$ cat src/sv/lssoc_pkg.sv
// ----------------------------------------------------------------------------
// lssoc_pkg: shared definitions for the line substring occurrence counter
// Widths, register indexes, the character window types and the result type
// used by the window cells, the output buffer and the top level.
// ----------------------------------------------------------------------------
`default_nettype none

package lssoc_pkg;

   // Number of window cells, which is also the longest pattern that can match.
   localparam int MAX_PATTERN   = 8;
   localparam int IDX_W         = (MAX_PATTERN > 1) ? $clog2(MAX_PATTERN) : 1;

   localparam int CHAR_W        = 8;
   localparam int PATTERN_CHARS = 8;
   localparam int PATTERN_W     = PATTERN_CHARS * CHAR_W;
   localparam int LENGTH_W      = 4;
   localparam int COUNT_W       = 32;
   localparam int CSR_INDEX_W   = 1;

   localparam logic [CHAR_W-1:0]      NEWLINE_CHAR = 8'd10;
   localparam logic [COUNT_W-1:0]     COUNT_MAX    = '1;

   localparam logic [CSR_INDEX_W-1:0] CSR_PATTERN_BYTES  = 1'b0;
   localparam logic [CSR_INDEX_W-1:0] CSR_PATTERN_LENGTH = 1'b1;

   localparam logic [PATTERN_W-1:0]   PATTERN_BYTES_RESET  = '0;
   localparam logic [LENGTH_W-1:0]    PATTERN_LENGTH_RESET = 4'd1;

   // One window position: the character and whether it belongs to the line.
   typedef struct packed {
      logic              valid;
      logic [CHAR_W-1:0] ch;
   } cell_data_type;

   // Control shared by every cell of the window.
   typedef struct packed {
      logic shift;   // a byte is transferred in this cycle
      logic flush;   // the byte is a newline, the window empties
   } cell_ctrl_type;

   typedef struct packed {
      logic               match_here;
      logic [COUNT_W-1:0] occurrence_count;
   } result_type;

   // Pattern character at position idx; positions past the register read as 0.
   function automatic logic [CHAR_W-1:0] pattern_char(
      input logic [PATTERN_W-1:0] bytes,
      input logic [IDX_W-1:0]     idx
   );
      logic [PATTERN_W-1:0] shifted;
      shifted = bytes >> (CHAR_W * int'(idx));
      return shifted[CHAR_W-1:0];
   endfunction

endpackage

`default_nettype wire

$ cat src/sv/lssoc_cell.sv
// ----------------------------------------------------------------------------
// lssoc_cell: one position of the character window
// Holds one character of the current line, takes its neighbour's character
// on every transfer and compares its new content with its pattern character.
// ----------------------------------------------------------------------------
`default_nettype none

module lssoc_cell (
   input  wire logic                          clock,
   input  wire logic                          reset,
   input  wire lssoc_pkg::cell_ctrl_type      ctrl,
   input  wire lssoc_pkg::cell_data_type      prev,
   input  wire logic [lssoc_pkg::CHAR_W-1:0]  pattern_ch,
   input  wire logic                          active,
   output lssoc_pkg::cell_data_type           held,
   output logic                               ok
);

   lssoc_pkg::cell_data_type cell_in;
   logic                     valid_ff;
   logic [lssoc_pkg::CHAR_W-1:0] ch_ff;

   always_comb begin
      cell_in.valid = prev.valid & ~ctrl.flush;
      cell_in.ch    = prev.ch;
      // A cell outside the pattern length never blocks a match.
      ok = ~active | (cell_in.valid & (cell_in.ch == pattern_ch));
   end

   always_ff @(posedge clock) begin
      if (reset) begin
         valid_ff <= 1'b0;
      end else if (ctrl.shift) begin
         valid_ff <= cell_in.valid;
      end
   end

   always_ff @(posedge clock) begin
      if (ctrl.shift) begin
         ch_ff <= cell_in.ch;
      end
   end

   assign held.valid = valid_ff;
   assign held.ch    = ch_ff;

endmodule

`default_nettype wire

$ cat src/sv/lssoc_out_buf.sv
// ----------------------------------------------------------------------------
// lssoc_out_buf: two-entry result buffer
// An output register with a skid register behind it, so that a result can be
// taken in while the previous one is still held by the receiving side.
// ----------------------------------------------------------------------------
`default_nettype none

module lssoc_out_buf (
   input  wire logic                   clock,
   input  wire logic                   reset,
   input  wire logic                   in_valid,
   input  wire lssoc_pkg::result_type  in_data,
   output logic                        full,
   output logic                        out_valid,
   output lssoc_pkg::result_type       out_data,
   input  wire logic                   out_stall
);

   logic                  main_valid_ff, main_valid_in;
   logic                  skid_valid_ff, skid_valid_in;
   lssoc_pkg::result_type main_ff, main_in;
   lssoc_pkg::result_type skid_ff, skid_in;
   logic                  pop;

   always_comb begin
      pop           = main_valid_ff & ~out_stall;
      main_valid_in = main_valid_ff;
      skid_valid_in = skid_valid_ff;
      main_in       = main_ff;
      skid_in       = skid_ff;
      if (skid_valid_ff) begin
         // No input is taken while the skid register is occupied.
         if (pop) begin
            main_in       = skid_ff;
            skid_valid_in = 1'b0;
         end
      end else if (in_valid) begin
         if (!main_valid_ff || pop) begin
            main_in       = in_data;
            main_valid_in = 1'b1;
         end else begin
            skid_in       = in_data;
            skid_valid_in = 1'b1;
         end
      end else if (pop) begin
         main_valid_in = 1'b0;
      end
   end

   always_ff @(posedge clock) begin
      if (reset) begin
         main_valid_ff <= 1'b0;
         skid_valid_ff <= 1'b0;
      end else begin
         main_valid_ff <= main_valid_in;
         skid_valid_ff <= skid_valid_in;
      end
   end

   always_ff @(posedge clock) begin
      main_ff <= main_in;
      skid_ff <= skid_in;
   end

   assign full      = skid_valid_ff;
   assign out_valid = main_valid_ff;
   assign out_data  = main_ff;

endmodule

`default_nettype wire

$ cat src/sv/line_substring_occurrence_counter_top.sv
// ----------------------------------------------------------------------------
// line_substring_occurrence_counter_top: streaming substring counter
// Counts overlapping occurrences of a 1 to 8 character pattern in a byte
// stream, restarting the match window at every newline.
// ----------------------------------------------------------------------------
// Unless stalled, the block takes one text byte per cycle on the req_ channel
// and returns, for every byte, a registered result on the rsp_ channel:
// a flag saying whether the last pattern_length characters of the current
// line equal the pattern, and the running match count, which saturates at
// its maximum. A newline byte empties the window and gives a clear flag with
// the count unchanged; first_of_file clears both the window and the count
// before its byte is handled. Throughput is one byte per cycle when not
// stalled, set by the row of window cells that shift and compare together
// and by the count update; the result buffer holds two results, so input
// keeps flowing after the result side starts to stall. Registers must be
// written through the csr_ port only while the block is idle; it does not
// enforce this; pattern_length zero acts as one and above eight as eight.
`default_nettype none

module line_substring_occurrence_counter_top (
   input  wire logic                                clock,
   input  wire logic                                reset,

   input  wire logic                                req_valid,
   output logic                                     req_stall,
   input  wire logic [lssoc_pkg::CHAR_W-1:0]        req_char_in,
   input  wire logic                                req_first_of_file,

   output logic                                     rsp_valid,
   input  wire logic                                rsp_stall,
   output logic                                     rsp_match_here,
   output logic [lssoc_pkg::COUNT_W-1:0]            rsp_occurrence_count,

   input  wire logic                                csr_write_enable,
   input  wire logic [lssoc_pkg::CSR_INDEX_W-1:0]   csr_index,
   input  wire logic [lssoc_pkg::PATTERN_W-1:0]     csr_write_data
);

   localparam int N = lssoc_pkg::MAX_PATTERN;
   localparam int W = lssoc_pkg::IDX_W;

   // Configuration registers.
   logic [lssoc_pkg::PATTERN_W-1:0] pattern_bytes_ff;
   logic [lssoc_pkg::LENGTH_W-1:0]  pattern_length_ff;

   always_ff @(posedge clock) begin
      if (reset) begin
         pattern_bytes_ff  <= lssoc_pkg::PATTERN_BYTES_RESET;
         pattern_length_ff <= lssoc_pkg::PATTERN_LENGTH_RESET;
      end else if (csr_write_enable) begin
         unique case (csr_index)
            lssoc_pkg::CSR_PATTERN_BYTES: begin
               pattern_bytes_ff <= csr_write_data;
            end
            lssoc_pkg::CSR_PATTERN_LENGTH: begin
               pattern_length_ff <= csr_write_data[lssoc_pkg::LENGTH_W-1:0];
            end
            default: begin
               pattern_bytes_ff <= pattern_bytes_ff;
            end
         endcase
      end
   end

   // Effective pattern length minus one, clamped to the window size.
   logic [W-1:0] last_idx;

   always_comb begin
      priority if (pattern_length_ff == '0) begin
         last_idx = '0;
      end else if (int'(pattern_length_ff) > N) begin
         last_idx = W'(N - 1);
      end else begin
         last_idx = W'(pattern_length_ff - 4'd1);
      end
   end

   // Input handshake and window control.
   logic                     accept;
   logic                     is_newline;
   logic                     buf_full;
   lssoc_pkg::cell_ctrl_type ctrl;

   assign req_stall  = buf_full;
   assign accept     = req_valid & ~buf_full;
   assign is_newline = (req_char_in == lssoc_pkg::NEWLINE_CHAR);
   assign ctrl.shift = accept;
   assign ctrl.flush = is_newline;

   // Row of window cells; cell 0 takes the newest character. Cell k is
   // compared with the pattern character that lies k places before the
   // last one, and only cells within the current length take part.
   lssoc_pkg::cell_data_type held  [N];
   lssoc_pkg::cell_data_type prev  [N];
   logic [N-1:0]             cell_ok;

   for (genvar k = 0; k < N; k++) begin : g_cell
      logic                         active;
      logic [lssoc_pkg::CHAR_W-1:0] pch;

      if (k == 0) begin : g_head
         assign prev[k].valid = 1'b1;
         assign prev[k].ch    = req_char_in;
      end else begin : g_body
         // The start of a file drops whatever the window held.
         assign prev[k].valid = held[k-1].valid & ~req_first_of_file;
         assign prev[k].ch    = held[k-1].ch;
      end

      assign active = (last_idx >= W'(k));
      assign pch    = lssoc_pkg::pattern_char(pattern_bytes_ff, last_idx - W'(k));

      lssoc_cell u_cell (
         .clock      (clock),
         .reset      (reset),
         .ctrl       (ctrl),
         .prev       (prev[k]),
         .pattern_ch (pch),
         .active     (active),
         .held       (held[k]),
         .ok         (cell_ok[k])
      );
   end

   // Running count, cleared at the start of a file and held at its maximum.
   logic [lssoc_pkg::COUNT_W-1:0] count_ff, count_in;
   logic [lssoc_pkg::COUNT_W-1:0] count_base;
   logic                          hit;
   lssoc_pkg::result_type         result;
   lssoc_pkg::result_type         rsp_data;

   always_comb begin
      hit        = &cell_ok;
      count_base = req_first_of_file ? '0 : count_ff;
      if (hit && (count_base != lssoc_pkg::COUNT_MAX)) begin
         count_in = count_base + 1'b1;
      end else begin
         count_in = count_base;
      end
      result.match_here       = hit;
      result.occurrence_count = count_in;
   end

   always_ff @(posedge clock) begin
      if (reset) begin
         count_ff <= '0;
      end else if (accept) begin
         count_ff <= count_in;
      end
   end

   lssoc_out_buf u_out_buf (
      .clock     (clock),
      .reset     (reset),
      .in_valid  (accept),
      .in_data   (result),
      .full      (buf_full),
      .out_valid (rsp_valid),
      .out_data  (rsp_data),
      .out_stall (rsp_stall)
   );

   assign rsp_match_here       = rsp_data.match_here;
   assign rsp_occurrence_count = rsp_data.occurrence_count;

endmodule

`default_nettype wire
$ cat config.mk
export PLATFORM = sky130hd
export DESIGN_NAME = line_substring_occurrence_counter_top
export DESIGN_NICKNAME = d
export VERILOG_FILES = /design/src/sv/lssoc_pkg.sv /design/src/sv/lssoc_cell.sv /design/src/sv/lssoc_out_buf.sv /design/src/sv/line_substring_occurrence_counter_top.sv
export SDC_FILE = /design/constraint.sdc
export NUM_CORES = 1
export LEC_CHECK = 0
export ABC_CLOCK_PERIOD_IN_PS = 7200
export BUFFER_PORTS_ARGS = -buffer_cell sky130_fd_sc_hd__buf_2
export CAP_MARGIN = 20
export CORE_MARGIN = 2
export CORE_UTILIZATION = 60
export CTS_CLUSTER_DIAMETER = 150
export CTS_CLUSTER_SIZE = 25
export DETAILED_ROUTE_END_ITERATION = 6
export PLACE_DENSITY = 0.78
export SLEW_MARGIN = 40
export SYNTH_ARGS = -nofsm -noshare
export SYNTH_HDL_FRONTEND = slang
export SYNTH_SLANG_ARGS = --single-unit
export TNS_END_PERCENT = 5
$ cat constraint.sdc
create_clock -name clock -period 7.2 [get_ports clock]
set_input_delay 0.36 -clock clock [delete_from_list [all_inputs] [get_ports clock]]
set_output_delay 0.36 -clock clock [all_outputs]
set_load 0.02 [all_outputs]
After elaboration in Yosys (flattened, before gate mapping)
Cells that the tools add are included.
Widths: inputs -> output; s select.
Cells by class
  bitwise gates (word level): 46
  shift-type cells: 8
  eq/ne operators: 12
  order comparisons: 9
  reductions and logical operators: 13
  add/subtract/negate cells: 9
  muxes and demuxes: 15
Operators by type and width (count)
  $shr 64x6->8: 8
  $mux 33: 4
  $eq 8x8->1: 8
  $mux 32: 2
  $add 32x1->32 const B: 1
  $ne 32x32->1 const B: 1
  $and 1x1->1: 24
  $not 1->1: 14
  $ge 3x3->1 const B: 4
  $sub 3x3->3 const B: 4
  $reduce_and 3->1: 3
  $eq 8x4->1 const B: 1
  $or 1x1->1: 8
  $reduce_and 8->1: 1
  $mux 1: 7
  $ge 3x1->1 const B: 2
  $ge 3x2->1 const B: 2
  $mux 3: 2
  $reduce_bool 2->1: 3
  $sub 3x1->3 const B: 2
  $sub 3x2->3 const B: 2
  $gt 4x4->1 const B: 1
  $logic_not 4->1: 1
  $reduce_and 2->1: 2
  other kinds (5): 5
Storage, ports and cells
  input bits: 79
  word-level logic and storage cells: 135
  output and inout bits: 35
  bits in registers: 231

Depth between registers and ports, before layout
  word-level depth: 14
  depth in mapped cells: 26
  mapped depth without buffers: 18

Cells and area by module
From an unflattened synthesis, not the netlist that was laid out.
Second synthesis, totals
  cells, all modules: 1238
  area total of the unflattened synthesis: 13349.1 um2
By module, submodules not included
  line_substring_occurrence_counter_top: times used 1, area each 7648.6 um2, cells an instance 923, sequential area each 2001.9 um2
  lssoc_cell: times used 8, area each 385.4 um2, cells an instance 25, sequential area each 260.2 um2
  lssoc_out_buf: times used 1, area each 2617.5 um2, cells an instance 115, sequential area each 2021.9 um2

Least setup slack after synthesis
No wires, ideal clock.
  path type: reg2reg
  start: reg pattern_length_ff[0] in the netlist's numbering
  end: reg count_ff[26] in the netlist's numbering
  path slack: 0.960 ns
  required time: 7.126 ns
  setup time: 0.074 ns
  cell stages (with the launch flop): 24
  clock period less this slack: 6.240 ns
  arrival: 6.166 ns
  path buffers: 8
  path through: dfxtp_1 > inv_1 > clkbuf_1 > ha_1 > buf_2 > a2bb2oi_2 > clkinv_1 > clkbuf_1 > clkbuf_1 > ha_1 > clkbuf_1 > clkbuf_1 > mux4_2 > mux2i_1 > xnor2_1 > nor3_1 > nand3_1 > a2111o_1 > or4_1 > buf_2 > or3_1 > buf_2 > or4_1 > a31oi_1
Between the ends
  cells in the longest elaborated chain, start to end: 11
  elaborated cells on any way between the ends: 63
  those cells by class: add/sub (8); order compare (9); eq/ne (8); shift (8); mux (3); bitwise (24); reduce/logical (3)
Ends and longest elaborated chain
  from (decl): line line_substring_occurrence_counter_top.sv:44  | logic [lssoc_pkg::LENGTH_W-1:0] pattern_length_ff;
  from (signal assigned): line line_substring_occurrence_counter_top.sv:49  | pattern_length_ff <= lssoc_pkg::PATTERN_LENGTH_RESET;
  from (signal assigned): line line_substring_occurrence_counter_top.sv:56  | pattern_length_ff <= csr_write_data[lssoc_pkg::LENGTH_W-1:0];
  $gt 4x4->1 or $sub 3x1->3 (tied branches): line line_substring_occurrence_counter_top.sv:71, line_substring_occurrence_counter_top.sv:74
  $mux 3: line line_substring_occurrence_counter_top.sv:71  | end else if (int'(pattern_length_ff) > N) begin
  $mux 3 *: line line_substring_occurrence_counter_top.sv:69  | priority if (pattern_length_ff == '0) begin
  $sub 3x1->3, or another cell as far along: line line_substring_occurrence_counter_top.sv:111  | assign pch = lssoc_pkg::pattern_char(pattern_bytes_ff, last_idx - W'(k));
  $shr 64x6->8: line lssoc_pkg.sv:53  | shifted = bytes >> (CHAR_W * int'(idx));
  $eq 8x8->1: line lssoc_cell.sv:27  | ok = ~active | (cell_in.valid & (cell_in.ch == pattern_ch));
  $and 1x1->1: line lssoc_cell.sv:27
  $or 1x1->1: line lssoc_cell.sv:27
  $reduce_and 8->1 *: line line_substring_occurrence_counter_top.sv:133  | hit = &cell_ok;
  $logic_and 1x1->1 *: line line_substring_occurrence_counter_top.sv:135  | if (hit && (count_base != lssoc_pkg::COUNT_MAX)) begin
  $mux 32 *: line line_substring_occurrence_counter_top.sv:135
  to (signal assigned): line line_substring_occurrence_counter_top.sv:148  | count_ff <= count_in;
  to (decl): line line_substring_occurrence_counter_top.sv:126  | logic [lssoc_pkg::COUNT_W-1:0] count_ff, count_in;
Mark *: on every way between the ends. The rest lies on a longest branch, timed or not.
A chain may end at the register's enable or synchronous reset.

Worst setup path in the final report
  start: reg pattern_length_ff[0] in the netlist's numbering
  end: reg count_ff[23] in the netlist's numbering
The elaborated chain is that of the path after synthesis.

==> run metrics <==
RSZ-0062 raised after global routing no; clock root buffer clkbuf_16; fillcell total 1969; R2R depth 19; outcome completed; Worst Path Required between 7 and 8 ns; Detailed Route WL 46300 µm; sequential element share of the synthesized area about two fifths; yosys warns 0; total track usage 36.9%; Worst slew margin 39.8%; total power between 2 and 3 mW; Worst R2R End count_ff[23]; CP Class flip-flop to flip-flop; ys async rst share 0%; Die H 157 µm; antenna diode count 0; largest net degree at the start of global routing between 80 and 90; WP data arrival around 7.0 ns; power share of the clock group a little over a quarter; ANT nets after route 0; Via Count between 10000 and 15000; Pwr Density between 150 and 200 nW/µm²; 1st-iter DRT viols 1539; area of the multi-input gates about 7700 µm²; crit end category flip-flop; fin crit period ~6.5 ns; R2R setup slack approximately 0.65 ns; synthesized net count 1674; Max Cap Viol 0; RD Place Congestion 1.06; Int Power 2.04 mW; first-pass GRT wire length between 70000 and 80000 µm; Setup TNS 0 ns; register bit total from synthesis about 230; initial core utilization 60.6%; Area after DPL 14800 µm²; H-tree levels 1; Critical R2R Launch pattern_length_ff[0]; Logic pwr share around 22%; Netlist Area Pre-Place 14100 µm²; Tcrit/Tclk final 90.9%; fmax 0.153 GHz; CTS tree yes; DR vias/cell 6.83; Final Skew 0.0386 ns; Overflow after GRT 0; core region area 23300 µm²; placed insts 1923; Slew @ Worst Pin 0.880 ns; final instance area between 15000 and 20000 µm²; clock tree buffer depth 3; drt first pass iters 7; Hold Path End pattern_bytes_ff[57]; initial antenna violation count 0; # Post-CTS Setup Buffers 0; sequential cell area 5850 µm²; syn avg cell area between 8 and 9 µm²; area growth from synthesis to layout 8.25%; fraction of layout cells with a size suffix above 1 14.6%; Die Footprint 24700 µm²; maximum fanout along the worst path 32; Switching Share 31.8%; Hold Violations, Final 0; final max-slew violation count 0; sequential power share about half; Wirelength per Cell 23.8 µm; CP Launch Type flip-flop; CTS clk-pin slew, worst paths 0.10 ns; CTS Buf Count 13; Num Clock Sinks 231; fin cells 1946; Psw ~0.95 mW; post-CTS resize count 0; Worst Hold Depth 3; CTS Hold Bufs 0; IO buf count 113; Main synth FF type edfxtp_1; Fin Hold WS 0.0839 ns; IO Count 114; Yosys cell types 83; Post-synth EDFFs 122; Post-Synthesis Cells 1589; FP Rows 56; worst-skew pair later-pin latency approximately 0.5 ns; Lkg Pwr about 5.3 nW; Worst Min Path Start csr_write_data[57]; vias in the first global route about 12000; final net count 1705; Min-Delay Path Class input pin to flip-flop; Final setup viols 0; DR DRC count 0; hpwl dp 33100 µm; die width 157 µm; VDD IR max approximately 0.23 mV
placed cells by master (no fill, tap or decap), types with 14 or more instances in the layout:
cell type  count
nor2_1        84
nand4_1       34
a21oi_1      126
mux4_2        27
nor3_1        40
edfxtp_1     122
nand3_1       48
a22oi_1       35
buf_2        112
a22o_1        14
o21ai_0       39
and3_1        23
nor4_1        14
dfxtp_1      109
inv_1         28
xnor2_1       34
xor2_1        34
nand2_1      286
buf_4         31
a31oi_1       36
mux2i_1       33
cells in the mapped netlist (all sizes together), types with 11 or more instances:
master | instances | area share, %
nand2 | 287 | 7.6
a21oi | 128 | 4.5
edfxtp | 122 | 26
dfxtp | 109 | 15
clkbuf | 92 | 2.5
nor2 | 84 | 2.2
nand3 | 49 | 1.7
nor3 | 41 | 1.5
o21ai | 41 | 1.5
buf | 40 | 1.3
a31oi | 36 | 1.6
a22oi | 35 | 1.9
nand4 | 34 | 1.5
xnor2 | 34 | 2.1
xor2 | 34 | 2.1
mux2i | 33 | 2.3
inv | 31 | 0.84
mux4 | 27 | 4.3
and3 | 23 | 1.0
nor4 | 20 | 1.1
nor2b | 16 | 0.71
nand2b | 15 | 0.72
a22o | 14 | 0.87
o31ai | 13 | 0.69
nand3b | 12 | 0.64
o22ai | 12 | 0.53
and2 | 11 | 0.49
and4 | 11 | 0.68
per-stage QoR:
step	util [%]	setup WS, ns
floorplan	-	0.960
global placement	63.7	0.389
detailed placement	63.8	0.307
CTS	65.4	0.270
global route	65.6	0.310
finish	65.6	0.652
flip-flops by register name, summed over array words and instances, names as in the netlist:
name,count
u_out_buf.out_data,33
u_out_buf.full,1
u_out_buf.out_valid,1
g_cell.u_cell.valid_ff,7
pattern_bytes_ff,64
pattern_length_ff,4
g_cell.u_cell.ch_ff,56
u_out_buf.skid_ff,33
count_ff,32
layout make-up:
class,instances,area share (%)
clock buffer,20,2.30
sequential,231,38.3
clock inverter,2,0.189
inverter,32,0.803
timing repair buffer,148,5.57
multi-input combinational,1194,50.2
tap,319,2.61
worst max-delay path, stage by stage, from the launching register on:
cell and delay, ns:
dfxtp_1 0.34, inv_1 0.08, ha_1 0.39, nand2b_4 0.08, buf_4 0.24, maj3_4 0.43
inv_4 0.39, ha_1 0.27, inv_1 0.06, a21oi_1 0.30, nor2_1 0.09, buf_4 0.24
nor4b_2 0.58, o21ai_0 0.18, a2111oi_0 0.53, nand4_1 0.30, o41a_1 0.61, or3_1 0.61
or4_1 0.56, a31oi_1 0.17
routing by layer:
| layer | share of wire, % | global-route usage, % | vias to the layer above | routed length, µm |
|---|---|---|---|---|
| li1 | - | - | 5986 | - |
| met3 | 8.8 | 6.53 | 220 | 4080 |
| met1 | 37 | 44.6 | 6274 | 17000 |
| met4 | 8.3 | 23.5 | 0 | 3850 |
| met2 | 46 | 61.0 | 811 | 21300 |
| met5 | 0 | 0 | - | 0 |
how the worst max path moves through the flow:
stage	start	to	slack, ns
finish	pattern_length_ff[0]	count_ff[23]	0.65
global route	pattern_length_ff[0]	u_out_buf.out_data[28]	0.31
CTS	pattern_length_ff[0]	u_out_buf.out_data[1]	0.27
detailed placement	pattern_length_ff[0]	u_out_buf.out_data[1]	0.31
global placement	pattern_length_ff[0]	u_out_buf.out_data[1]	0.39
floorplan	pattern_length_ff[0]	count_ff[26]	0.96
kinds of logic after synthesis:
logic type | count (synthesis) | synth area share, %
AOI/OAI and AO/OA | 412 | 19.7
xor gates and xnor gates | 68 | 4.22
muxes | 70 | 7.45
and+or+nand+nor | 635 | 21.8
adders and majority gates | 9 | 0.772
DFF | 231 | 41.5
buffers and inverters | 164 | 4.65
power by group through the flow:
| stage | clock [mW] | combinational [mW] | sequential (mW) |
|---|---|---|---|
| floorplan | 0 | 0.434 | 1.54 |
| global placement | 0 | 0.637 | 1.56 |
| detailed placement | 0 | 0.647 | 1.56 |
| CTS | 0.804 | 0.650 | 1.53 |
| global route | 0.852 | 0.712 | 1.53 |
| finish | 0.792 | 0.669 | 1.53 |
No activity file was read; power rests on OpenSTA's default activity.
